--- src/sv/brs_pkg.sv ---
package brs_pkg;

   // Fixed field widths
   localparam int COORD_W   = 19;
   localparam int PIX_W     = 24;
   localparam int CH_W      = 8;
   localparam int NUM_CH    = 3;
   localparam int POS_IN_W  = 9;
   localparam int CFG_W     = 10;
   localparam int CSR_IDX_W = 2;
   localparam int NUM_BANKS = 4;

   // Parameter defaults
   localparam int MAX_WIDTH_DEF  = 512;
   localparam int MAX_HEIGHT_DEF = 512;
   localparam int FRAC_BITS_DEF  = 8;
   localparam int DIM_RESET      = 512;

   // Register indexes
   localparam logic [CSR_IDX_W-1:0] REG_FRAME_WIDTH  = 2'd0;
   localparam logic [CSR_IDX_W-1:0] REG_FRAME_HEIGHT = 2'd1;
   localparam logic [CSR_IDX_W-1:0] REG_COLOR_MODE   = 2'd2;

   // Item and color codes
   localparam logic MODE_WRITE  = 1'b0;
   localparam logic MODE_SAMPLE = 1'b1;
   localparam logic COLOR_GREY  = 1'b0;
   localparam logic COLOR_RGB   = 1'b1;

   // Control that travels with a sample from the address stage to the blend stages
   typedef struct packed {
      logic valid;
      logic in_frame;
      logic x_odd;
      logic y_odd;
   } brs_ctrl_type;

   // Width/height below 2 acts as 2, above the maximum acts as the maximum
   function automatic int clamp_dim(input int v, input int maxv);
      int r;
      r = v;
      if (v < 2) r = 2;
      else if (v > maxv) r = maxv;
      return r;
   endfunction

endpackage

--- src/sv/brs_blend.sv ---
module brs_blend import brs_pkg::*; #(
   parameter int FRAC_BITS = FRAC_BITS_DEF,
   localparam int WT_W     = 2 * FRAC_BITS + 1
) (
   input  logic             clock,
   input  logic             reset,
   input  logic [PIX_W-1:0] bank_data [NUM_BANKS],
   input  brs_ctrl_type     ctrl,
   input  logic [WT_W-1:0]  weight [4],
   input  logic             color_mode,
   output logic             rsp_valid,
   output logic [PIX_W-1:0] rsp_pixel_out,
   output logic             rsp_inside_res
);

   localparam int PROD_W = WT_W + CH_W;
   localparam int SUM_W  = PROD_W + 2;
   localparam int SH     = 2 * FRAC_BITS;
   localparam int Q_W    = SUM_W - SH;

   // Stage 3: weights aligned with the registered bank reads
   brs_ctrl_type    s3_ctrl_ff;
   logic [WT_W-1:0] s3_wt_ff [4];

   always_ff @(posedge clock) begin
      if (reset) begin
         s3_ctrl_ff.valid <= 1'b0;
      end else begin
         s3_ctrl_ff.valid <= ctrl.valid;
      end
      s3_ctrl_ff.in_frame <= ctrl.in_frame;
      s3_ctrl_ff.x_odd    <= ctrl.x_odd;
      s3_ctrl_ff.y_odd    <= ctrl.y_odd;
      s3_wt_ff            <= weight;
   end

   // Route banks to neighbors and form per-channel products
   logic [PROD_W-1:0] prod_in [NUM_CH][4];

   always_comb begin
      logic [1:0]       bsel;
      logic [PIX_W-1:0] nb;
      for (int n = 0; n < 4; n++) begin
         bsel = {s3_ctrl_ff.y_odd, s3_ctrl_ff.x_odd} ^ 2'(n);
         nb = bank_data[bsel];
         for (int c = 0; c < NUM_CH; c++) begin
            prod_in[c][n] = PROD_W'(s3_wt_ff[n]) * PROD_W'(nb[c*CH_W +: CH_W]);
         end
      end
   end

   // Stage 4: products
   brs_ctrl_type      s4_ctrl_ff;
   logic [PROD_W-1:0] s4_prod_ff [NUM_CH][4];

   always_ff @(posedge clock) begin
      if (reset) begin
         s4_ctrl_ff.valid <= 1'b0;
      end else begin
         s4_ctrl_ff.valid <= s3_ctrl_ff.valid;
      end
      s4_ctrl_ff.in_frame <= s3_ctrl_ff.in_frame;
      s4_ctrl_ff.x_odd    <= s3_ctrl_ff.x_odd;
      s4_ctrl_ff.y_odd    <= s3_ctrl_ff.y_odd;
      s4_prod_ff          <= prod_in;
   end

   // Sum the four neighbors per channel
   logic [SUM_W-1:0] sum_in [NUM_CH];

   always_comb begin
      for (int c = 0; c < NUM_CH; c++) begin
         sum_in[c] = SUM_W'(s4_prod_ff[c][0]) + SUM_W'(s4_prod_ff[c][1]) +
                     SUM_W'(s4_prod_ff[c][2]) + SUM_W'(s4_prod_ff[c][3]);
      end
   end

   // Stage 5: sums
   brs_ctrl_type     s5_ctrl_ff;
   logic [SUM_W-1:0] s5_sum_ff [NUM_CH];

   always_ff @(posedge clock) begin
      if (reset) begin
         s5_ctrl_ff.valid <= 1'b0;
      end else begin
         s5_ctrl_ff.valid <= s4_ctrl_ff.valid;
      end
      s5_ctrl_ff.in_frame <= s4_ctrl_ff.in_frame;
      s5_ctrl_ff.x_odd    <= s4_ctrl_ff.x_odd;
      s5_ctrl_ff.y_odd    <= s4_ctrl_ff.y_odd;
      s5_sum_ff           <= sum_in;
   end

   // Round to nearest, ties to even, clamp to 255; mask outside and grey channels
   logic [PIX_W-1:0] pix_in;

   always_comb begin
      logic [Q_W-1:0] q;
      logic [SH-1:0]  r;
      logic [Q_W:0]   qr;
      logic           up;
      pix_in = '0;
      for (int c = 0; c < NUM_CH; c++) begin
         q  = s5_sum_ff[c][SUM_W-1:SH];
         r  = s5_sum_ff[c][SH-1:0];
         up = (r > (SH'(1) << (SH - 1))) || ((r == (SH'(1) << (SH - 1))) && q[0]);
         qr = (Q_W + 1)'(q) + (Q_W + 1)'(up);
         if (qr > (Q_W + 1)'(255)) begin
            qr = (Q_W + 1)'(255);
         end
         if (s5_ctrl_ff.in_frame && (c == 0 || color_mode == COLOR_RGB)) begin
            pix_in[c*CH_W +: CH_W] = qr[CH_W-1:0];
         end
      end
   end

   // Output register: one-cycle result strobe
   logic             rsp_valid_ff;
   logic [PIX_W-1:0] rsp_pixel_ff;
   logic             rsp_inside_ff;

   always_ff @(posedge clock) begin
      if (reset) begin
         rsp_valid_ff <= 1'b0;
      end else begin
         rsp_valid_ff <= s5_ctrl_ff.valid;
      end
      rsp_pixel_ff  <= pix_in;
      rsp_inside_ff <= s5_ctrl_ff.in_frame;
   end

   assign rsp_valid      = rsp_valid_ff;
   assign rsp_pixel_out  = rsp_pixel_ff;
   assign rsp_inside_res = rsp_inside_ff;

endmodule

--- config.mk ---
export PLATFORM = sky130hd
export DESIGN_NAME = brs_blend
export DESIGN_NICKNAME = d
export VERILOG_FILES = /design/src/sv/brs_pkg.sv /design/src/sv/brs_blend.sv
export SDC_FILE = /design/constraint.sdc
export NUM_CORES = 2
export LEC_CHECK = 0
export ABC_CLOCK_PERIOD_IN_PS = 6600
export BUFFER_PORTS_ARGS = -buffer_cell sky130_fd_sc_hd__buf_4
export CORE_MARGIN = 4
export CORE_UTILIZATION = 55
export DETAILED_ROUTE_END_ITERATION = 10
export PLACE_DENSITY = 0.83
export SLEW_MARGIN = 5
export SYNTH_ARGS = -nofsm -noshare
export SYNTH_HDL_FRONTEND = slang
export SYNTH_SLANG_ARGS = --single-unit
--- constraint.sdc ---
create_clock -name clock -period 6.6 [get_ports clock]
set_input_delay 0.66 -clock clock [delete_from_list [all_inputs] [get_ports clock]]
set_output_delay 0.66 -clock clock [all_outputs]
set_load 0.02 [all_outputs]
# Yosys cells after proc, flatten, opt, wreduce, memory -nomap -nowiden
# Cells that the tools add are included.
# classes
n_mux	15
magnitude_cmp	10
n_eq_ne	3
multipliers	12
reduce_logical	7
n_bitwise	7
addsub	12
# ops
op	n
$mul 17x8->25	12
$bmux 24 s2	4
$mux 24	8
$add 26x25->27	3
$add 27x25->27	3
$add 25x25->26	3
$eq 16x16->1 const B	3
$gt 16x16->1 const B	3
$add 11x1->12	3
$gt 12x8->1 const B	3
$mux 8	3
$ge 3x3->1 const B	4
$not 2->3	4
$logic_and 1x1->1	4
$logic_or 1x1->1	3
$not 1->1	2
$not 2->2	1
# word_totals
reg_bits	483
out_inout_bits	26
inputBits	171

# Depth between registers and ports, before layout
# logic_depth
word_depth	6
ltp_mapped	25
ltp_nobuf	19

# Worst setup path before layout
# Ideal clock, no wire load.
# synth_path
kind	register to register
from	register s3_ctrl_ff[1] (netlist bit)
to	register s4_prod_ff[249] (netlist bit)
slack_ps	608
arrival_ps	5920
n_path_buf	5
stages_incl_launch_ff	23
required_time_ps	6528
path_cell_list	dfxtp_1 -> clkbuf_1 -> buf_2 -> buf_2 -> mux4_2 -> clkbuf_1 -> and2_1 -> fa_1 -> fa_1 -> fa_1 -> inv_1 -> fa_1 -> inv_1 -> ha_1 -> buf_2 -> a211oi_1 -> o21bai_1 -> o31ai_1 -> o41a_1 -> a31oi_1 -> a21o_1 -> o41ai_1 -> xnor2_1
# synth_lines
element	line	rtl
start, declared	brs_blend.sv:22	brs_ctrl_type s3_ctrl_ff;
end signal, assigned	brs_blend.sv:65	s4_prod_ff <= prod_in;
end, declared	brs_blend.sv:54	logic [PROD_W-1:0] s4_prod_ff [NUM_CH][4];

==> out/qor.yml <==
clocking:
  cts_tree: "done"
  hold_buffers: 0
  path_clk_slew_ns: 0.07
  h-tree-depth: 2
  clkSinkCount: 483
  cts_root_buffer: "clkbuf_16"
  cts_made_buffers: 57
  clock_path_buffers: 3
  clock_latency_ns: 0.71
cells_and_area:
  fin_nets: 9555
  area.growth.synth_to_final_pct: 8.067
  fin_util_pct: 59.94
  register_area_um2: 9677
  nFillCells: 10471
  multi_input_area_um2: 55360
  drive_gt1_share_pct: 7.339
global_route:
  overflow: 0
  grtUsageTotal_pct: 30.77
  first_global_vias: 57177
  grtUsageMet3_pct: 9.024
  antenna_found_initial: 25
  grt_use_met1_pct: 38.30
  grt_pass1_wl_mm: 322.0
  grt_max_degree: 30
  use_met2_pct: 48.12
  busiest_layer: "met2"
synthesis:
  ys_top_cells_by_count: "1399 x and2_1, 1288 x inv_1, 1230 x fa_1"
  yosysSeqAreaShare_pct: 13.64
  synth_mux_area_share_pct: 3.077
  synth_cell_type_count: 77
  yosys.area_share.simple_pct: 18.01
  syn_inst: 7409
  synth.most_common_cell: "and2_1"
  synth_edf_count: 0
  synth_compound_area_share_pct: 7.586
  synth_top_family_by_area: "adder cells"
  synth_area_leaders: "fa_1 35%, dfxtp_1 14%, and2_1 12%, ha_1 11%, inv_1 6.8%"
  synth_fa_ha_area_share_pct: 45.74
  ys_warn_count: 0
  syn-num-nets: 9434
  syn_area_per_cell_um2: 9.571
  synthFlopType: "dfxtp_1"
  synth_top_area_share_pct: 34.73
  synthXorXnorAreaFrac_pct: 3.668
  ys_async_sr_fraction_pct: 0
  synth_area_um2: 70910
  synth-seq-cells: 483
  synth_top_area_cell: "fa_1"
setup_path:
  crit_type: "flop to flop"
  rr_endpoint: "s4_prod_ff[221]"
  max_stage_delay_ns: 0.81
  reg2reg_slack_ns: 0.16
  startpoint_type: "flop"
  cp-end-kind: "flop"
  cp.arrival_ns: 7.03
  cp_slowest_cell: "mux4_2"
  crit_required_ns: 7.19
  crit_fanout: 29
  path_delay_family: "adder cells"
  worstPathCellList: "buf_12, mux4_2, and2_1, fa_1, fa_1, fa_1, inv_1, fa_1, inv_1, ha_1, a21o_1, nor3_1, a2111oi_0, o21ai_1, a211oi_1, a211o_1, o31ai_1, xnor2_1"
  rr_startpoint: "s3_ctrl_ff[0]"
  rr_worst_depth: 18
  crit_top_cell: "fa_1"
  crit_buf_inv: 3
route:
  drtIter0Drc: 4568
  wl_per_cell_um: 22.14
  vias_per_cell: 5.790
  vias: 53545
  routed_wirelength_mm: 204.7
  ant_nets: 0
  dr.pass1.iters: 6
  drc: 0
min_path:
  min_to: "s3_wt_ff[32]"
  whs_path_depth: 1
  hold_path_class: "input port to flop"
  holdCritStartpoint: "weight[32]"
timing:
  post-route-period-util_pct: 97.59
  fmax_mhz: 155.3
  hold_violations: 0
  finalSetupViolations: 0
  slew_violations: 0
  fin_skew_ns: 0.05119
  rsz0062_at_grt: "false"
  fin_crit_ns: 6.441
  finalSetupTns_ns: 0
  tightestPinTransition_ns: 1.273
  slew_headroom_pct: 14.99
floorplan:
  io_pins: 197
  start_util_pct: 55.46
  fp.dieH_um: 367.1
  die-area_um2: 134700
  core-area_um2: 127800
  rows: 131
  die_w_um: 367.1
place:
  place.port_buffers: 196
  dpl.hpwl_mm: 164.8
  gp_congestion: 0.9958
status:
  outcome: "complete, no violations"
job:
  maxCapViolations: 0
[cell usage in the layout, fill, tap and decap left out, types with 27 or more instances in the layout]
master / n
nor3_1: 40
mux4_2: 96
xor2_1: 90
a31oi_1: 37
dfxtp_1: 481
o21a_1: 61
buf_4: 332
nor2b_1: 56
clkbuf_16: 59
nand2b_1: 36
fa_1: 1230
a211oi_1: 27
a21oi_1: 264
nand2_1: 373
inv_1: 1288
nor2_1: 196
xnor2_1: 207
o21ai_0: 150
and2_1: 1399
nand3_1: 62
ha_1: 624
o21bai_1: 29
a21o_1: 132
[worst reg2reg max path, cell delays in order, from the launching register on]
cell and delay (ns):
dfxtp_4 0.51, buf_12 0.25, mux4_2 0.82, and2_1 0.30, fa_1 0.46, fa_1 0.52
fa_1 0.50, inv_1 0.06, fa_1 0.48, inv_1 0.05, ha_1 0.39, a21o_1 0.17
nor3_1 0.05, a2111oi_0 0.46, o21ai_1 0.25, a211oi_1 0.45, a211o_1 0.27, o31ai_1 0.10
xnor2_1 0.23
[metal layers]
| layer | vias to the layer above | share of wire [%] |
|---|---|---|
| li1 | 23356 | - |
| met1 | 27020 | 37 |
| met2 | 2548 | 44 |
| met3 | 615 | 11 |
| met4 | 6 | 7.1 |
| met5 | - | 0.020 |
[what timing repair did]
action	in CTS	in global routing
gates resized for setup	0	0
hold endpoints to repair	0	0
endpoints found under the setup margin	0	2
buffers inserted	0	2
[worst max path at each step]
stage,startpoint,end,slack [ns],depth (start not counted)
after floorplan,s3_ctrl_ff[1],s4_prod_ff[249],0.61,22
after global placement,bank_data[74],s4_prod_ff[223],0.47,17
after detailed placement,s3_ctrl_ff[1],s4_prod_ff[173],0.39,18
after CTS,s3_ctrl_ff[0],s4_prod_ff[221],0.25,18
after global routing,s3_ctrl_ff[0],s4_prod_ff[221],0.005,18
final,s3_ctrl_ff[0],s4_prod_ff[221],0.16,18
[area by class of cell]
cell class,instances,share of cell area [%]
Clock buffer,76,2.154
Inverter,1288,6.309
Tap cell,1662,2.714
Sequential cell,483,12.63
Clock inverter,29,0.5584
Timing Repair Buffer,336,3.357
Antenna cell,10,0.03266
Multi-Input combinational cell,5364,72.25
[through the flow]
stage          hold slack, ns  instance area [µm²]  cells  worst slack (ns)
2_1_floorplan          0.3096                70910   7409            0.6080
3_3_place_gp           0.3172                74500   9131            0.4743
3_5_place_dp           0.3128                74500   9131            0.3942
4_1_cts               0.01315                76580   9236            0.2453
5_1_grt               0.02590                76600   9238          0.005111
6_report              0.04602                76630   9248            0.1589
[sequential cells by signal (all words and copies together), names as in the netlist]
signal and flops:
s4_ctrl_ff 2, s3_wt_ff 68, rsp_pixel_out 24, rsp_inside_res 1, s4_prod_ff 300, rsp_valid 1
s5_ctrl_ff 2, s5_sum_ff 81, s3_ctrl_ff 4
[logic make-up after synthesis]
logic type               Yosys count
AND/OR/NAND/NOR                 2277
adder cells (fa/ha/maj)         1854
buffers and inverters           1562
AO/OA/AOI/OAI                    838
flip-flops                       483
XOR/XNOR                         297
multiplexers                      98
Power is not shown: default switching activity piles up to over one toggle a cycle in this logic, so the estimate is an artifact.
