--- src/sv/brs_pkg.sv ---
package brs_pkg;

   // Fixed field widths
   localparam int COORD_W   = 19;
   localparam int PIX_W     = 24;
   localparam int CH_W      = 8;
   localparam int NUM_CH    = 3;
   localparam int POS_IN_W  = 9;
   localparam int CFG_W     = 10;
   localparam int CSR_IDX_W = 2;
   localparam int NUM_BANKS = 4;

   // Parameter defaults
   localparam int MAX_WIDTH_DEF  = 512;
   localparam int MAX_HEIGHT_DEF = 512;
   localparam int FRAC_BITS_DEF  = 8;
   localparam int DIM_RESET      = 512;

   // Register indexes
   localparam logic [CSR_IDX_W-1:0] REG_FRAME_WIDTH  = 2'd0;
   localparam logic [CSR_IDX_W-1:0] REG_FRAME_HEIGHT = 2'd1;
   localparam logic [CSR_IDX_W-1:0] REG_COLOR_MODE   = 2'd2;

   // Item and color codes
   localparam logic MODE_WRITE  = 1'b0;
   localparam logic MODE_SAMPLE = 1'b1;
   localparam logic COLOR_GREY  = 1'b0;
   localparam logic COLOR_RGB   = 1'b1;

   // Control that travels with a sample from the address stage to the blend stages
   typedef struct packed {
      logic valid;
      logic in_frame;
      logic x_odd;
      logic y_odd;
   } brs_ctrl_type;

   // Width/height below 2 acts as 2, above the maximum acts as the maximum
   function automatic int clamp_dim(input int v, input int maxv);
      int r;
      r = v;
      if (v < 2) r = 2;
      else if (v > maxv) r = maxv;
      return r;
   endfunction

endpackage

--- src/sv/brs_front.sv ---
module brs_front import brs_pkg::*; #(
   parameter int MAX_WIDTH  = MAX_WIDTH_DEF,
   parameter int MAX_HEIGHT = MAX_HEIGHT_DEF,
   parameter int FRAC_BITS  = FRAC_BITS_DEF,
   localparam int DIM_W     = $clog2(((MAX_WIDTH > MAX_HEIGHT) ? MAX_WIDTH : MAX_HEIGHT) + 1),
   localparam int HALF_W    = (MAX_WIDTH + 1) / 2,
   localparam int HALF_H    = (MAX_HEIGHT + 1) / 2,
   localparam int BANK_DEPTH = HALF_W * HALF_H,
   localparam int BA_W      = (BANK_DEPTH > 1) ? $clog2(BANK_DEPTH) : 1,
   localparam int WT_W      = 2 * FRAC_BITS + 1
) (
   input  logic                clock,
   input  logic                reset,
   input  logic                in_valid,
   input  logic                req_mode,
   input  logic [POS_IN_W-1:0] req_write_col,
   input  logic [POS_IN_W-1:0] req_write_row,
   input  logic [PIX_W-1:0]    req_pixel_in,
   input  logic signed [COORD_W-1:0] req_sample_x,
   input  logic signed [COORD_W-1:0] req_sample_y,
   input  logic [DIM_W-1:0]    frame_width,
   input  logic [DIM_W-1:0]    frame_height,
   output logic [BA_W-1:0]     bank_addr [NUM_BANKS],
   output logic [NUM_BANKS-1:0] bank_wr_en,
   output logic [PIX_W-1:0]    bank_wr_data,
   output brs_ctrl_type        ctrl,
   output logic [WT_W-1:0]     weight [4]
);

   localparam int CW    = $clog2(MAX_WIDTH);
   localparam int RW    = $clog2(MAX_HEIGHT);
   localparam int CMP_W = (DIM_W + FRAC_BITS > COORD_W - 1) ? DIM_W + FRAC_BITS : COORD_W - 1;
   localparam int WB_W  = FRAC_BITS + 1;
   localparam int ONE   = 1 << FRAC_BITS;

   // Stage 1: captured transaction
   logic                s1_valid_ff;
   logic                s1_mode_ff;
   logic [POS_IN_W-1:0] s1_col_ff;
   logic [POS_IN_W-1:0] s1_row_ff;
   logic [PIX_W-1:0]    s1_pix_ff;
   logic signed [COORD_W-1:0] s1_x_ff;
   logic signed [COORD_W-1:0] s1_y_ff;

   always_ff @(posedge clock) begin
      if (reset) begin
         s1_valid_ff <= 1'b0;
      end else begin
         s1_valid_ff <= in_valid;
      end
      s1_mode_ff <= req_mode;
      s1_col_ff  <= req_write_col;
      s1_row_ff  <= req_write_row;
      s1_pix_ff  <= req_pixel_in;
      s1_x_ff    <= req_sample_x;
      s1_y_ff    <= req_sample_y;
   end

   // Stage 1 decode: bounds checks, integer and fraction split
   logic            s2_sample_in;
   logic            s2_in_frame_in;
   logic            s2_wr_ok_in;
   logic [CW-1:0]   s2_col_in;
   logic [RW-1:0]   s2_row_in;
   logic [CMP_W-1:0] xlim;
   logic [CMP_W-1:0] ylim;
   logic            x_in;
   logic            y_in;

   always_comb begin
      xlim = CMP_W'(frame_width - 1'b1) << FRAC_BITS;
      ylim = CMP_W'(frame_height - 1'b1) << FRAC_BITS;
      x_in = !s1_x_ff[COORD_W-1] && (CMP_W'(s1_x_ff[COORD_W-2:0]) < xlim);
      y_in = !s1_y_ff[COORD_W-1] && (CMP_W'(s1_y_ff[COORD_W-2:0]) < ylim);
      s2_sample_in   = (s1_mode_ff == MODE_SAMPLE);
      s2_in_frame_in = x_in && y_in;
      s2_wr_ok_in  = (CMP_W'(s1_col_ff) < CMP_W'(frame_width)) &&
                     (CMP_W'(s1_row_ff) < CMP_W'(frame_height));
      if (s2_sample_in) begin
         s2_col_in = CW'(s1_x_ff[COORD_W-2:0] >> FRAC_BITS);
         s2_row_in = RW'(s1_y_ff[COORD_W-2:0] >> FRAC_BITS);
      end else begin
         s2_col_in = CW'(s1_col_ff);
         s2_row_in = RW'(s1_row_ff);
      end
   end

   // Stage 2: decoded transaction
   logic                 s2_valid_ff;
   logic                 s2_sample_ff;
   logic                 s2_in_frame_ff;
   logic                 s2_wr_ok_ff;
   logic [CW-1:0]        s2_col_ff;
   logic [RW-1:0]        s2_row_ff;
   logic [FRAC_BITS-1:0] s2_dx_ff;
   logic [FRAC_BITS-1:0] s2_dy_ff;
   logic [PIX_W-1:0]     s2_pix_ff;

   always_ff @(posedge clock) begin
      if (reset) begin
         s2_valid_ff <= 1'b0;
      end else begin
         s2_valid_ff <= s1_valid_ff;
      end
      s2_sample_ff   <= s2_sample_in;
      s2_in_frame_ff <= s2_in_frame_in;
      s2_wr_ok_ff    <= s2_wr_ok_in;
      s2_col_ff      <= s2_col_in;
      s2_row_ff      <= s2_row_in;
      s2_dx_ff       <= s1_x_ff[FRAC_BITS-1:0];
      s2_dy_ff       <= s1_y_ff[FRAC_BITS-1:0];
      s2_pix_ff      <= s1_pix_ff;
   end

   // Bank addressing: bank {row parity, col parity}; each bank holds one neighbor
   always_comb begin
      logic [1:0]    bsel;
      logic [CW-1:0] colb;
      logic [RW-1:0] rowb;
      for (int b = 0; b < NUM_BANKS; b++) begin
         bsel = 2'(b);
         colb = (s2_col_ff[0] == bsel[0]) ? s2_col_ff : s2_col_ff + 1'b1;
         rowb = (s2_row_ff[0] == bsel[1]) ? s2_row_ff : s2_row_ff + 1'b1;
         bank_addr[b] = BA_W'(rowb >> 1) * BA_W'(HALF_H > 0 ? HALF_W : 1) + BA_W'(colb >> 1);
         bank_wr_en[b] = s2_valid_ff && !s2_sample_ff && s2_wr_ok_ff &&
                         (bsel == {s2_row_ff[0], s2_col_ff[0]});
      end
   end

   assign bank_wr_data = s2_pix_ff;

   // Bilinear weights
   logic [WB_W-1:0] ndx;
   logic [WB_W-1:0] ndy;

   always_comb begin
      ndx = WB_W'(ONE) - WB_W'(s2_dx_ff);
      ndy = WB_W'(ONE) - WB_W'(s2_dy_ff);
      weight[0] = WT_W'(ndx) * WT_W'(ndy);
      weight[1] = WT_W'(s2_dx_ff) * WT_W'(ndy);
      weight[2] = WT_W'(ndx) * WT_W'(s2_dy_ff);
      weight[3] = WT_W'(s2_dx_ff) * WT_W'(s2_dy_ff);
   end

   always_comb begin
      ctrl.valid    = s2_valid_ff && s2_sample_ff;
      ctrl.in_frame = s2_in_frame_ff;
      ctrl.x_odd    = s2_col_ff[0];
      ctrl.y_odd    = s2_row_ff[0];
   end

endmodule

--- config.mk ---
export PLATFORM = sky130hd
export DESIGN_NAME = brs_front
export DESIGN_NICKNAME = d
export VERILOG_FILES = /design/src/sv/brs_pkg.sv /design/src/sv/brs_front.sv
export SDC_FILE = /design/constraint.sdc
export NUM_CORES = 1
export LEC_CHECK = 0
export BUFFER_PORTS_ARGS = -buffer_cell sky130_fd_sc_hd__buf_4
export CORE_UTILIZATION = 59
export CTS_BUF_LIST = sky130_fd_sc_hd__clkbuf_2
export DETAILED_ROUTE_END_ITERATION = 10
export GPL_TIMING_DRIVEN = 0
export HOLD_SLACK_MARGIN = 0.03
export PLACE_DENSITY_LB_ADDON = 0.3
export SLEW_MARGIN = 20
export SYNTH_ARGS = -nofsm -noshare
export SYNTH_HDL_FRONTEND = slang
export SYNTH_SLANG_ARGS = --single-unit
--- constraint.sdc ---
create_clock -name clock -period 7.39 [get_ports clock]
set_clock_uncertainty 0.1 [all_clocks]
set_input_delay 1.1085 -clock clock [delete_from_list [all_inputs] [get_ports clock]]
set_output_delay 1.1085 -clock clock [all_outputs]
set_load 0.02 [all_outputs]
* After elaboration in Yosys (flattened, before gate mapping)
Index checks and enable logic that the tools add are counted.
** Word-level totals
- Register bits after elaboration :: 144
- Input bits :: 104
- Output and inout port bits :: 164
- Word-level logic and storage cells :: 58
** Operators by class
- $add $sub $neg :: 10
- Multipliers :: 4
- Order comparisons :: 4
- Eq/ne operators :: 3
- Multiplexer cells :: 6
- Reductions and logical operators :: 15
** Operator list (count)
- 16-bit by 8-bit adder with 16-bit output :: 4
- 9-bit 2-to-1 mux :: 6
- 18-bit less-than comparator :: 2
- 9-bit by 10-bit less-than comparator with 1-bit output :: 2
- 10-bit by 1-bit subtractor with 10-bit output, second input constant :: 2
- 9-bit by 1-bit adder with 9-bit output, second input constant :: 2
- 9-bit by 8-bit subtractor with 9-bit output, first input constant :: 2
- 8-bit by 9-bit multiplier with 17-bit output :: 1
- 9-bit by 8-bit multiplier with 17-bit output :: 1
- 9-bit by 9-bit multiplier with 17-bit output :: 1
- 8-bit by 8-bit multiplier with 16-bit output :: 1
- 1-bit logical AND :: 11
- 2-bit equality test, first input constant :: 2
- 1-bit logical NOT :: 3
- 1-bit by 2-bit equality test with 1-bit output, first input constant :: 1
- 2-bit logical NOT :: 1

* Logic depth before layout (Yosys ltp)
- Depth in word-level cells :: 4
- Depth in mapped cells :: 21
- Gate-level depth less buffers :: 20

* Worst setup path before layout
Ideal clock, no wire load.
- Kind :: register -> output
- From :: register s2_dy_ff[1]
- To :: output weight[65] in the netlist's numbering
- Data arrival time :: 5162 ps
- Required time :: 6181 ps
- Path slack :: 1020 ps
- Cell stages (with the launch flop) :: 21
- Path buffers :: 1
- Path through :: dfxtp_1 inv_1 ha_1 nor3b_2 nand2_1 xor2_1 clkbuf_1 nand2_1 fa_1 fa_1 inv_1 fa_1 inv_1 fa_1 inv_1 ha_1 o21a_1 o31a_1 o211ai_2 or4b_1 o311ai_1
** RTL lines
- from (decl) :: line brs_front.sv:96 : logic [FRAC_BITS-1:0] s2_dy_ff;
- from (signal assigned) :: line brs_front.sv:111 : s2_dy_ff <= s1_y_ff[FRAC_BITS-1:0];
- to (decl) :: line brs_front.sv:27 : output logic [WT_W-1:0] weight [4]

==> run summary <==
Status: finished, final reports clean
Number of synthesized flops with an enable pin: 0
Crit-path slowest cell: fa_1
Synthesized net count: 2003
Setup violators final: 0
Worst hold path class: register to register
CP top delay family: adder cells
Worst Hold Depth: 0
Top FF cell, synth: dfxtp_1
Final worst-path cycle share: 97.5%
Clock transition at the registers of the reported paths: 0.26 ns
Setup TNS: 0 ns
Clock Latency Late Sink: 0.69 ns
DRT antenna net count: 0
Buf/Inv on CP: 6
Post-route DRC: 0
Maximum clock frequency: 0.139 GHz
RSZ-0062 raised after global routing: yes
Vias in the first global route: 12082
Overflow after GRT: 0
Clock root cell: clkbuf_2
Reg-to-reg endpoint: s2_col_ff[7]$_DFF_P_
Peak supply drop: 467 uV
TritonCTS clock tree: done
Area growth syn-to-layout: 25.2%
Max cap viols: 0
Largest stage delay on the critical path: 0.49 ns
Setup Crit Path Kind: register to primary output
Hold Startpoint: s1_y_ff[7]$_DFF_P_
Worst Path Max Fanout: 10
RR Startpoint: s1_mode_ff$_DFF_P_
Clock buffer depth: 2
Layout cells sized above 1: 27.3%
Unique cell type count in the Yosys netlist: 66
Fin nets: 2338
Post-Syn Area: 14400 sq um
Dpl ws: -0.161 ns
Slew HR: 53.8%
R2R depth: 3
Post-Syn Area per Cell: 9.37 sq um
Placed Cells incl. Taps: 2127
Ys async rst share: 0%
Chip width: 158 um
PwrDens: 297 nW/um^2
Fill cells: 1604
Core footprint: 23800 sq um
TritonRoute pass-1 iters: 7
Layout Cells excl Fill: 2215
Num CTS Buffers: 17
WL final: 38400 um
Overall power: 0.00536 W
Wire per inst: 17.3 um
CP cell instances: clkinvlp_4 > ha_4 > nor3b_4 > buf_4 > and3_4 > buf_2 > and2_1 > fa_1 > fa_1 > fa_1 > inv_1 > fa_1 > inv_2 > ha_4 > a21o_1 > a221o_1 > a311o_1 > a21oi_2 > xnor2_1 > buf_4
DRT iter0 DRCs: 775
Vias: 11949
Tmin final: 7.20 ns
Average vias per placed instance: 5.39
WP data arrival: 5.99 ns
Final hold vios: 0
Num rows: 56
Die height: 158 um
Buffers on Ports: 266
Clk sink count: 144
Most frequent CP cell: fa_1
CP Data Required Time: 6.18 ns
Cells after Synth: 1542
R2r setup slk: 5.40 ns
Dpl hpwl: 29900 um
Crit end category: primary output
Hold_ws: 0.218 ns
Initial antenna violation count: 6
H-tree depth: 4
Largest net degree at the start of global routing: 17
Number of synthesis warnings: 0
Pleak: 9.31 nW
Routability cong.: 0.906
Post-synthesis sequential area ratio: 20.0%
Ports: 268
PnR worst setup slack: 0.187 ns
First-pass GRT wire length: 58100 um
Die footprint: 25100 sq um
Seq cells post-synth: 144
Worst Hold Path EP: s2_dy_ff[7]$_DFF_P_
Total GRT Usage: 30.2%
Starting density of the core: 60.8%
Slew @ Worst Pin: 0.693 ns
Slew Limit Fails: 0
Type of origin of the critical path: register
## metrics by stage
step	util, %	area (sq um)
floorplan	-	14400
global placement	70.9	16800
detailed placement	70.9	16800
CTS	73.8	17500
global route	76.1	18100
finish	76.1	18100
## sequential cells by signal (all words and copies together), names as in the netlist
signal and cells:
bank_wr_data 24, s1_col_ff 9, s1_mode_ff 1, s1_pix_ff 24
s1_row_ff 9, s1_valid_ff 1, s1_x_ff 19, s1_y_ff 19
s2_col_ff 9, s2_dx_ff 8, s2_dy_ff 8, s2_in_frame_ff 1
s2_row_ff 9, s2_sample_ff 1, s2_valid_ff 1, s2_wr_ok_ff 1
## timing repair
action,CTS,global route
pin swaps,9,47
buffers inserted,20,33
hold buffers,0,0
setup endpoints to repair,25,23
cloned,0,2
resized for setup,63,79
## how the worst max path moves through the flow
stage	from	to	cells after the start
4_1_cts	s2_dx_ff[0]$_DFF_P_	weight[65]	21
6_report	s2_dy_ff[1]$_DFF_P_	weight[50]	20
2_1_floorplan	s2_dy_ff[1]$_DFF_P_	weight[65]	20
3_3_place_gp	s2_dy_ff[1]$_DFF_P_	weight[65]	21
3_5_place_dp	s2_dy_ff[1]$_DFF_P_	weight[65]	21
5_1_grt	s2_dy_ff[1]$_DFF_P_	weight[65]	20
## routing by layer
metal / global-route usage (%) / vias to the layer above / routed length [um]
li1: - / 5514 / -
met1: 33.6 / 5754 / 14000
met2: 53.9 / 544 / 19400
met3: 5.85 / 137 / 2860
met4: 16.6 / 0 / 2160
met5: 1.24 / - / 0
## cell type report
class | count | area [sq um] | area share, %
Timing Repair Buffer | 321 | 2440 | 13.5
Multi-Input combinational cell | 1046 | 10500 | 58.2
Tap cell | 319 | 399 | 2.21
Buffer | 90 | 567 | 3.13
Sequential cell | 144 | 2900 | 16.0
Clock inverter | 15 | 185 | 1.02
Clock buffer | 17 | 85.1 | 0.470
Antenna cell | 6 | 15.0 | 0.0830
Inverter | 257 | 975 | 5.39
## kinds of logic (layout without fill, tap and decap cells)
group / Yosys count / in the layout / synth area share [%]
AO/OA/AOI/OAI: 137 / 137 / 6.52
XOR/XNOR: 99 / 99 / 6.00
adder cells (fa/ha/maj): 357 / 357 / 39.7
buffers and inverters: 352 / 700 / 10.3
flip-flops: 144 / 144 / 20.0
multiplexers: 20 / 20 / 1.54
other: 1 / 7 / 0.0260
AND/OR/NAND/NOR: 432 / 432 / 16.0
## placed cells by master (no fill, tap or decap), types with 5 or more instances in the layout
cell / count
inv_2: 5
inv_6: 5
inv_1: 249
nor3_1: 13
nand2_2: 7
o21a_1: 8
o21ai_0: 15
a21oi_1: 27
mux2_2: 18
nand3_1: 15
nor4_1: 9
nand2_1: 106
ha_1: 175
o2111ai_1: 6
nor2_1: 55
ha_4: 10
and2_1: 161
buf_4: 355
a21o_1: 14
o211ai_1: 6
xnor2_4: 5
clkbuf_2: 21
o21bai_1: 6
nand4_1: 7
a211oi_1: 12
buf_6: 10
a31oi_1: 8
clkbuf_1: 27
buf_2: 11
inv_8: 5
dfxtp_1: 138
diode_2: 6
xor2_1: 16
xnor2_1: 73
fa_1: 168
nor2b_1: 7
and3_1: 12
## power breakdown
part | switching (W) | internal (W) | leakage (nW)
Clock | 0.000325 | 0.000174 | 0.164
Sequential | 0.0000330 | 0.000823 | 1.22
Combinational | 0.00222 | 0.00178 | 7.93
Total | 0.00258 | 0.00278 | 9.31
## synthesized netlist by cell type, types with 14 or more instances
| cell | count | area (sq um) |
|---|---|---|
| nand3_1 | 15 | 75.1 |
| nor2_1 | 60 | 225 |
| ha_1 | 188 | 2350 |
| and2_1 | 162 | 1010 |
| a21o_1 | 14 | 105 |
| xor2_1 | 18 | 158 |
| dfxtp_1 | 144 | 2880 |
| xnor2_1 | 81 | 709 |
| a21oi_1 | 29 | 145 |
| a211oi_1 | 14 | 105 |
| fa_1 | 169 | 3380 |
| mux2_2 | 18 | 203 |
| o21ai_0 | 22 | 110 |
| inv_1 | 257 | 965 |
| clkbuf_1 | 41 | 154 |
| and3_1 | 14 | 87.6 |
| nor3_1 | 14 | 70.1 |
| buf_4 | 39 | 293 |
| nand2_1 | 115 | 432 |
No activity file was read; power rests on OpenSTA's default activity.
